File: src/rtl/ldt_pkg.sv
package ldt_pkg;

    // Rec.709 luma weights, Q0.16, summing to 65536
    localparam logic [15:0] W_RED   = 16'd13933;
    localparam logic [15:0] W_GREEN = 16'd46871;
    localparam logic [15:0] W_BLUE  = 16'd4732;

    localparam logic [8:0] FULL_AMOUNT = 9'd256;

    // Register indexes on the config port
    localparam int CFG_IDX_W = 3;
    localparam int CFG_DATA_W = 9;
    localparam logic [CFG_IDX_W-1:0] CFG_BLACK_RED   = 3'd0;
    localparam logic [CFG_IDX_W-1:0] CFG_BLACK_GREEN = 3'd1;
    localparam logic [CFG_IDX_W-1:0] CFG_BLACK_BLUE  = 3'd2;
    localparam logic [CFG_IDX_W-1:0] CFG_WHITE_RED   = 3'd3;
    localparam logic [CFG_IDX_W-1:0] CFG_WHITE_GREEN = 3'd4;
    localparam logic [CFG_IDX_W-1:0] CFG_WHITE_BLUE  = 3'd5;
    localparam logic [CFG_IDX_W-1:0] CFG_BLEND_AMT   = 3'd6;

    // Number of register stages from input to result
    localparam int PIPE_DEPTH = 5;

    typedef struct packed {
        logic [7:0] red_in;
        logic [7:0] green_in;
        logic [7:0] blue_in;
        logic [7:0] alpha_in;
    } pixel_in_t;

    typedef struct packed {
        logic [7:0] red_out;
        logic [7:0] green_out;
        logic [7:0] blue_out;
        logic [7:0] alpha_out;
    } pixel_out_t;

    typedef logic [7:0] chan_t;

endpackage

File: src/rtl/luma_duotone_tint_top.sv
// Channel   Dir   Handshake                 Moves
// s_        in    s_valid / s_ready         one RGBA pixel word
// m_        out   m_valid / m_ready         one tinted RGBA pixel word
// cfg_      in    cfg_wr_en, no wait        one register write
//
// Five register stages; a word passes through them in order, and a new word
// can be taken on every clock unless m_ready stalls it (one pixel per cycle).
// Reset (aresetn low at a clock edge) empties the pipeline and restores
// the default map: black to white, full tint.
// Each stage holds its word until the next stage is free, so a stall on
// m_ready fills the bubbles first and only then drops s_ready.
module luma_duotone_tint_top (
    input  logic                         aclk,
    input  logic                         aresetn,
    input  logic                         s_valid,
    output logic                         s_ready,
    input  ldt_pkg::pixel_in_t           s_data,
    output logic                         m_valid,
    input  logic                         m_ready,
    output ldt_pkg::pixel_out_t          m_data,
    input  logic                         cfg_wr_en,
    input  logic [ldt_pkg::CFG_IDX_W-1:0]  cfg_index,
    input  logic [ldt_pkg::CFG_DATA_W-1:0] cfg_wdata
);
    import ldt_pkg::*;

    // ---------------------------------------------------------------
    // Configuration registers
    // ---------------------------------------------------------------
    chan_t      black_red_reg, black_green_reg, black_blue_reg;
    chan_t      white_red_reg, white_green_reg, white_blue_reg;
    logic [8:0] blend_amt_reg;
    logic [8:0] amt;       // amount saturated to full
    logic [8:0] inv_amt;   // 256 - amt

    always_ff @(posedge aclk) begin
        if (!aresetn) begin
            black_red_reg   <= 8'd0;
            black_green_reg <= 8'd0;
            black_blue_reg  <= 8'd0;
            white_red_reg   <= 8'd255;
            white_green_reg <= 8'd255;
            white_blue_reg  <= 8'd255;
            blend_amt_reg   <= FULL_AMOUNT;
        end else if (cfg_wr_en) begin
            case (cfg_index)
                CFG_BLACK_RED:   black_red_reg   <= cfg_wdata[7:0];
                CFG_BLACK_GREEN: black_green_reg <= cfg_wdata[7:0];
                CFG_BLACK_BLUE:  black_blue_reg  <= cfg_wdata[7:0];
                CFG_WHITE_RED:   white_red_reg   <= cfg_wdata[7:0];
                CFG_WHITE_GREEN: white_green_reg <= cfg_wdata[7:0];
                CFG_WHITE_BLUE:  white_blue_reg  <= cfg_wdata[7:0];
                CFG_BLEND_AMT:   blend_amt_reg   <= cfg_wdata;
                default: ;       // unmapped index, write dropped
            endcase
        end
    end

    // The user must change registers only while idle (not enforced here); later stages read them directly.
    assign amt     = (blend_amt_reg > FULL_AMOUNT) ? FULL_AMOUNT : blend_amt_reg;
    assign inv_amt = FULL_AMOUNT - amt;

    // ---------------------------------------------------------------
    // Stage flow control: a stage loads when it is empty or its
    // successor is loading. Ready ripples back from the output.
    // ---------------------------------------------------------------
    logic v1_reg, v2_reg, v3_reg, v4_reg, v5_reg;
    logic rdy1, rdy2, rdy3, rdy4, rdy5;

    assign rdy5 = m_ready || !v5_reg;
    assign rdy4 = rdy5 || !v4_reg;
    assign rdy3 = rdy4 || !v3_reg;
    assign rdy2 = rdy3 || !v2_reg;
    assign rdy1 = rdy2 || !v1_reg;
    assign s_ready = rdy1;

    always_ff @(posedge aclk) begin
        if (!aresetn) begin
            v1_reg <= 1'b0;
            v2_reg <= 1'b0;
            v3_reg <= 1'b0;
            v4_reg <= 1'b0;
            v5_reg <= 1'b0;
        end else begin
            if (rdy1) v1_reg <= s_valid;
            if (rdy2) v2_reg <= v1_reg;
            if (rdy3) v3_reg <= v2_reg;
            if (rdy4) v4_reg <= v3_reg;
            if (rdy5) v5_reg <= v4_reg;
        end
    end

    // ---------------------------------------------------------------
    // Stage 1: weighted luma products
    // ---------------------------------------------------------------
    pixel_in_t   px1_reg;
    logic [23:0] pr_reg, pg_reg, pb_reg;

    always_ff @(posedge aclk) begin
        if (rdy1) begin
            px1_reg <= s_data;
            pr_reg  <= 24'(W_RED   * s_data.red_in);
            pg_reg  <= 24'(W_GREEN * s_data.green_in);
            pb_reg  <= 24'(W_BLUE  * s_data.blue_in);
        end
    end

    // ---------------------------------------------------------------
    // Stage 2: luma. Weights sum to 1.0, so the top byte never overflows.
    // ---------------------------------------------------------------
    pixel_in_t   px2_reg;
    chan_t       luma2_reg;
    logic [23:0] luma_sum;

    assign luma_sum = pr_reg + pg_reg + pb_reg;

    always_ff @(posedge aclk) begin
        if (rdy2) begin
            px2_reg   <= px1_reg;
            luma2_reg <= luma_sum[23:16];
        end
    end

    // ---------------------------------------------------------------
    // Stage 3: tint (scaled by 255) and the source share per channel
    // ---------------------------------------------------------------
    logic [7:0]  alpha3_reg;
    logic [15:0] tint_r3_reg, tint_g3_reg, tint_b3_reg;
    logic [24:0] src_r3_reg, src_g3_reg, src_b3_reg;
    chan_t       luma_inv;

    assign luma_inv = ~luma2_reg;   // 255 - luma

    function automatic logic [15:0] tint_of(input chan_t blk, input chan_t wht,
                                            input chan_t l, input chan_t l_inv);
        logic [15:0] p_blk;
        logic [15:0] p_wht;
        p_blk = blk * l_inv;
        p_wht = wht * l;
        return p_blk + p_wht;
    endfunction

    function automatic logic [24:0] src_share(input chan_t src, input logic [8:0] ia);
        logic [15:0] s255;
        s255 = {src, 8'd0} - {8'd0, src};
        return s255 * ia;
    endfunction

    always_ff @(posedge aclk) begin
        if (rdy3) begin
            alpha3_reg  <= px2_reg.alpha_in;
            tint_r3_reg <= tint_of(black_red_reg, white_red_reg, luma2_reg, luma_inv);
            tint_g3_reg <= tint_of(black_green_reg, white_green_reg, luma2_reg, luma_inv);
            tint_b3_reg <= tint_of(black_blue_reg, white_blue_reg, luma2_reg, luma_inv);
            src_r3_reg  <= src_share(px2_reg.red_in, inv_amt);
            src_g3_reg  <= src_share(px2_reg.green_in, inv_amt);
            src_b3_reg  <= src_share(px2_reg.blue_in, inv_amt);
        end
    end

    // ---------------------------------------------------------------
    // Stage 4: mixed sum, at most 255 * 65280
    // ---------------------------------------------------------------
    logic [7:0]  alpha4_reg;
    logic [24:0] sum_r4_reg, sum_g4_reg, sum_b4_reg;

    function automatic logic [24:0] mix_sum(input logic [15:0] t, input logic [8:0] a,
                                            input logic [24:0] s);
        logic [24:0] ta;
        ta = t * a;
        return ta + s;
    endfunction

    always_ff @(posedge aclk) begin
        if (rdy4) begin
            alpha4_reg <= alpha3_reg;
            sum_r4_reg <= mix_sum(tint_r3_reg, amt, src_r3_reg);
            sum_g4_reg <= mix_sum(tint_g3_reg, amt, src_g3_reg);
            sum_b4_reg <= mix_sum(tint_b3_reg, amt, src_b3_reg);
        end
    end

    // ---------------------------------------------------------------
    // Stage 5: divide by 65280 = 256 * 255, clamp. The /256 is a shift;
    // x/255 for 16-bit x is ((x+1) + ((x+1) >> 8)) >> 8, exact.
    // ---------------------------------------------------------------
    pixel_out_t out5_reg;

    function automatic chan_t div_clamp(input logic [24:0] s);
        logic [17:0] x1;
        logic [17:0] q;
        x1 = {1'b0, s[24:8]} + 18'd1;
        q  = (x1 + (x1 >> 8)) >> 8;
        return (q > 18'd255) ? 8'd255 : q[7:0];
    endfunction

    always_ff @(posedge aclk) begin
        if (rdy5) begin
            out5_reg.red_out   <= div_clamp(sum_r4_reg);
            out5_reg.green_out <= div_clamp(sum_g4_reg);
            out5_reg.blue_out  <= div_clamp(sum_b4_reg);
            out5_reg.alpha_out <= alpha4_reg;
        end
    end

    assign m_valid = v5_reg;
    assign m_data  = out5_reg;

endmodule

File: config.mk
export PLATFORM = sky130hd
export DESIGN_NAME = luma_duotone_tint_top
export DESIGN_NICKNAME = d
export VERILOG_FILES = /design/src/rtl/ldt_pkg.sv /design/src/rtl/luma_duotone_tint_top.sv
export SDC_FILE = /design/constraint.sdc
export NUM_CORES = 2
export LEC_CHECK = 0
export BUFFER_PORTS_ARGS = -buffer_cell sky130_fd_sc_hd__clkbuf_2
export CAP_MARGIN = 20
export CORE_MARGIN = 2
export CORE_UTILIZATION = 50
export CTS_CLUSTER_SIZE = 30
export DETAILED_ROUTE_END_ITERATION = 16
export PLACE_DENSITY = 0.74
export SLEW_MARGIN = 20
export SYNTH_ARGS = -nofsm -noshare
export SYNTH_HDL_FRONTEND = slang
export SYNTH_SLANG_ARGS = --single-unit
export TNS_END_PERCENT = 5
File: constraint.sdc
create_clock -name aclk -period 8 [get_ports aclk]
set_clock_uncertainty 0.05 [all_clocks]
set_input_delay 1.6 -clock aclk [delete_from_list [all_inputs] [get_ports aclk]]
set_output_delay 1.6 -clock aclk [all_outputs]
set_load 0.02 [all_outputs]
Word level (Yosys, flattened, before mapping). Cells that the tools add are included. Widths: inputs -> output; s select.

Bits in writable memories: 0. Logic and storage cells: 102. Bits in registers: 445. Input port bits: 49. Memory bits (read-only): 0. Output and inout port bits: 34. Memories kept: 0. Latch bits: 0.

Divide/modulo/power cells: 0. Reduce and logical (&&, ||, !) cells: 18. Shift-type cells: 0. Multipliers: 15. Bitwise operators: 1. Add/sub/neg operators: 18. Muxes and demuxes: 1. Eq/ne operators: 6. Magnitude comparators: 4.

Operator list (number): $mul 16x9->25 (6); $mul 8x8->16 (6); $add 25x25->25 (3); $add 17x1->18 const B (3); $add 18x10->18 (3); $add 16x16->16 (3); $sub 16x8->16 (3); $gt 10x8->1 const B (3); $add 22x24->24 (1); $add 24x21->24 (1); $mul 16x8->24 const A (1); $mul 14x8->22 const A (1); $mul 11x8->19 const A (1); $reduce_and 2->1 (7); $eq 3x3->1 const B (3); $gt 9x9->1 const B (1); $mux 9 (1); $sub 9x9->9 const A (1); $not 8->8 (1); $eq 3x2->1 const B (2); $logic_not 1->1 (5); $logic_or 1x1->1 (5); $eq 3x1->1 const B (1); $logic_not 3->1 (1).

Longest topological paths before layout.
Depth after elaboration: 6. Gate-level depth with buffers: 27. Depth with buffers taken out: 25.

Worst setup path after synthesis. Ideal clock, no wire load.

Path type: flip-flop to flip-flop. Start point: register blend_amt_reg[8]. End point: register src_g3_reg[24] (data pin). Clock period less this slack: 6.540 ns. Cell stages (with the launch flop): 25. Data required time: 7.690 ns. Path buffers: 2. Path slack: 1.460 ns. Arrival time: 6.230 ns. Cells stage by stage: dfxtp_1 -> nor2b_1 -> clkbuf_1 -> nor3_1 -> nand3_1 -> or3_1 -> xnor2_1 -> clkbuf_1 -> nor2_1 -> fa_1 -> fa_1 -> fa_1 -> inv_1 -> fa_1 -> inv_1 -> ha_1 -> or3_1 -> nor2_1 -> a22oi_1 -> a211oi_2 -> o31ai_1 -> or4_1 -> a31o_2 -> a21oi_1 -> xnor2_1.

Cells in the longest elaborated chain, start to end: 4.

RTL lines: from (decl) (line luma_duotone_tint_top.sv:32) `logic [8:0] blend_amt_reg;`; from (signal assigned) (line luma_duotone_tint_top.sv:53) `CFG_BLEND_AMT: blend_amt_reg <= cfg_wdata;`; $gt 9x9->1 (line luma_duotone_tint_top.sv:60) `assign amt = (blend_amt_reg > FULL_AMOUNT) ? FULL_AMOUNT : blend_amt_reg;`; $mux 9 (*) (line luma_duotone_tint_top.sv:60); $sub 9x9->9 (*) (line luma_duotone_tint_top.sv:61) `assign inv_amt = FULL_AMOUNT - amt;`; $mul 16x9->25 (*) (line luma_duotone_tint_top.sv:146) `return s255 * ia;`; to (signal assigned) (line luma_duotone_tint_top.sv:156) `src_g3_reg <= src_share(px2_reg.green_in, inv_amt);`; to (decl) (line luma_duotone_tint_top.sv:129) `logic [24:0] src_r3_reg, src_g3_reg, src_b3_reg;`.

Every way passes the cells marked *; elsewhere a longest branch is shown, timed or not. A chain may end at the register's enable or synchronous reset.

Worst setup path in the final report.
Start point: register blend_amt_reg[8]. End point: register src_r3_reg[23] (data pin).

Cells in the longest elaborated chain, start to end: 4.

RTL lines: $gt 9x9->1 (line luma_duotone_tint_top.sv:60); $mux 9 (*) (line luma_duotone_tint_top.sv:60); $sub 9x9->9 (*) (line luma_duotone_tint_top.sv:61); $mul 16x9->25 (*) (line luma_duotone_tint_top.sv:146); to (signal assigned) (line luma_duotone_tint_top.sv:155) `src_r3_reg <= src_share(px2_reg.red_in, inv_amt);`; to (decl) (line luma_duotone_tint_top.sv:129).

Marks and branches as above.

==> impl_results.md <==
* Status: finished clean
* Reg2Reg Depth at 24
* Die height at 358.5 µm
* Worst Setup SP: blend_amt_reg[8]
* Largest area contributor in the netlist: fa_1
* Die width at 358.5 µm
* Most used routing layer: met2
* Initial DRC count at 3166
* Worst endpoint required time at 8.36 ns
* Core Region at 125100 µm²
* Largest net degree at the start of global routing at 78
* Clock sink count at 417
* Syn Inst Count at 6532
* Max_slew headroom at 0.2462
* Vias in the first global route at 46170
* Hold_sp: alpha4_reg[6]
* Worst Path Max Fanout at 24
* Met1 usage at 0.3176
* Sequential share of the synthesized area at 0.1894
* Post-CTS Hold Fix Bufs at 0
* Count leader, synth: inv_1
* Cell Rows at 130
* RePlAce Congestion at 0.9405
* Reg2reg end: src_r3_reg[23]
* Clock root buffer: clkbuf_16
* Actual slew at the worst max-slew pin at 1.131 ns
* Fmax achieved at 133.1 MHz
* Vias per inst at 5.346
* Post-CTS sizing at 0
* Antenna-violating nets left at 0
* Initial antenna violation count at 7
* # fillers at 10870
* CTS clock-pin slew for the worst setup and hold paths at 0.06 ns
* Global Route Usage Sum at 0.2380
* CTS tree: done
* Post-synth ARST share at 0
* Max-slew violations at 0
* Tmin final at 7.513 ns
* Top delay family on crit path: adder cells
* Worst hold path class: flop to flop
* Grt met3 use at 0.03782
* Worst-case clock buffer depth at 3
* First-pass GRT wire length at 242500 µm
* Critical path's most frequent cell: fa_1
* Fin crit share at 0.9391
* TritonRoute pass-1 iters at 6
* H-tree levels at 2
* Flops & latches, synth at 417
* Hold depth at 0
* Yosys warns at 0
* Unrepaired setup endpoints after global routing: false
* Met2 GRT Util at 0.4015
* R2r startpoint: blend_amt_reg[8]
* Flip-flop and latch area at 11900 µm²
* Share of cells above drive strength 1 at 0.04356
* EDFF count, synth at 355
* Startpoint Class: flop
* Die ar. at 128500 µm²
* Worst Path Arrival at 7.88 ns
* DRC Markers at 0
* Mapped cell area at 62830 µm²
* Hold Fails Final Rpt at 0
* Most area-consuming cells after synthesis: fa_1 33%, edfxtp_1 17%, ha_1 14%
* Post-CTS setup buffers at 0
* # IOs at 83
* Setup TNS at 0 ns
* Avg Inst Size Synth at 9.619 µm²
* CP Class: flop to flop
* R2r setup slk at 0.49 ns
* Worst skew pair latency at 0.68 ns
* Crit. End Element: flop
* TritonCTS Buffers at 53
* Count of final setup violators at 0
* Via count at 44050
* Most common library cells after synthesis: 1419 x inv_1, 1039 x fa_1, 718 x nand2_1
* HPWL after DPL at 117400 µm
* Initial Util at 0.5023
* Hold Path Sink: m_data[6]
* Worst path bufs/invs at 4
* Yosys top cell area share at 0.3311
* Multi-input gate area at 45000 µm²
* Max incr delay on CP at 0.81 ns
* Final WL at 147000 µm
* Port Buffers at 82
* Critical path's slowest cell: dfxtp_2
* Area grow syn2layout at 6.645%
* GRT Residual Overflow at 0
* Routed wire per std cell at 17.84 µm
* Cell breakdown of the critical path: nor2b_4 > clkinv_4 > ha_1 > nand2_1 > or2_2 > xnor2_2 > buf_4 > nor2_1 > fa_1 > fa_1 > fa_1 > inv_1 > fa_1 > inv_1 > ha_1 > o21a_1 > o2111ai_1 > o22ai_1 > o41ai_2 > o21ai_0 > a221o_1 > a21o_1 > a21oi_1 > xnor2_1
* Yosys cell types at 78
* MaxCap Viol Count at 0
* Most used DFF post-synth: edfxtp_1
* Nets at 8318
cells by family (layout without fill, tap and decap cells):
| kind of cell | Yosys count | in the layout | synth area share |
|---|---|---|---|
| fa+ha+maj | 1725 | 1725 | 0.4677 |
| flops | 417 | 417 | 0.1894 |
| compound gates | 512 | 512 | 0.05498 |
| simple gates | 1971 | 1971 | 0.1501 |
| xor+xnor | 290 | 290 | 0.04043 |
| buf+inv | 1611 | 1665 | 0.09650 |
| other cells | 1 | 4 | 0.00005969 |
| mux | 5 | 5 | 0.0008762 |
final cells by class:
class	count	share of cell area
multi-input combinational	4506	0.6716
tap	1650	0.03081
inverter	1423	0.07983
clock inverter	35	0.006125
clock buffer	64	0.02101
antenna	1	0.00003735
timing repair buffer	143	0.01296
sequential	417	0.1776
layout by cell type (no fill, tap or decap), types with 76 or more instances in the layout:
| cell type | n |
|---|---|
| ha_1 | 686 |
| a21oi_1 | 118 |
| nor2b_1 | 122 |
| nor2_1 | 379 |
| xnor2_1 | 209 |
| and2_1 | 351 |
| edfxtp_1 | 355 |
| o21ai_0 | 93 |
| clkbuf_2 | 82 |
| nand2b_1 | 125 |
| xor2_1 | 76 |
| fa_1 | 1039 |
| nand3_1 | 100 |
| inv_1 | 1417 |
| nand2_1 | 716 |
per-stage QoR:
step | std cells | worst slack, ns | hold WS (ns) | utilization | instance area [µm²]
after floorplan | 6534 | 1.460 | 0.3503 | - | 62840
after global placement | 8139 | 0.7051 | 0.3518 | 0.5211 | 65180
after detailed placement | 8139 | 0.5702 | 0.3545 | 0.5211 | 65180
after CTS | 8238 | 0.5197 | 0.3617 | 0.5357 | 67000
after global routing | 8238 | 0.08969 | 0.3682 | 0.5357 | 67000
final | 8239 | 0.4869 | 0.3626 | 0.5357 | 67000
worst max-delay path by stage:
stage | to | slack [ns] | cells after the start
5_1_grt | src_r3_reg[23] | 0.09 | 24
3_5_place_dp | src_r3_reg[23] | 0.57 | 24
4_1_cts | src_r3_reg[23] | 0.52 | 24
2_1_floorplan | src_g3_reg[24] | 1.46 | 24
3_3_place_gp | src_r3_reg[23] | 0.71 | 24
6_report | src_r3_reg[23] | 0.49 | 24
metal layers:
| layer | wire, µm | vias up |
|---|---|---|
| li1 | - | 20190 |
| met2 | 71060 | 1394 |
| met1 | 60650 | 22210 |
| met3 | 10960 | 261 |
| met4 | 4300 | 0 |
| met5 | 0 | - |
Power is not shown: default switching activity piles up to over one toggle a cycle in this logic, so the estimate is an artifact.
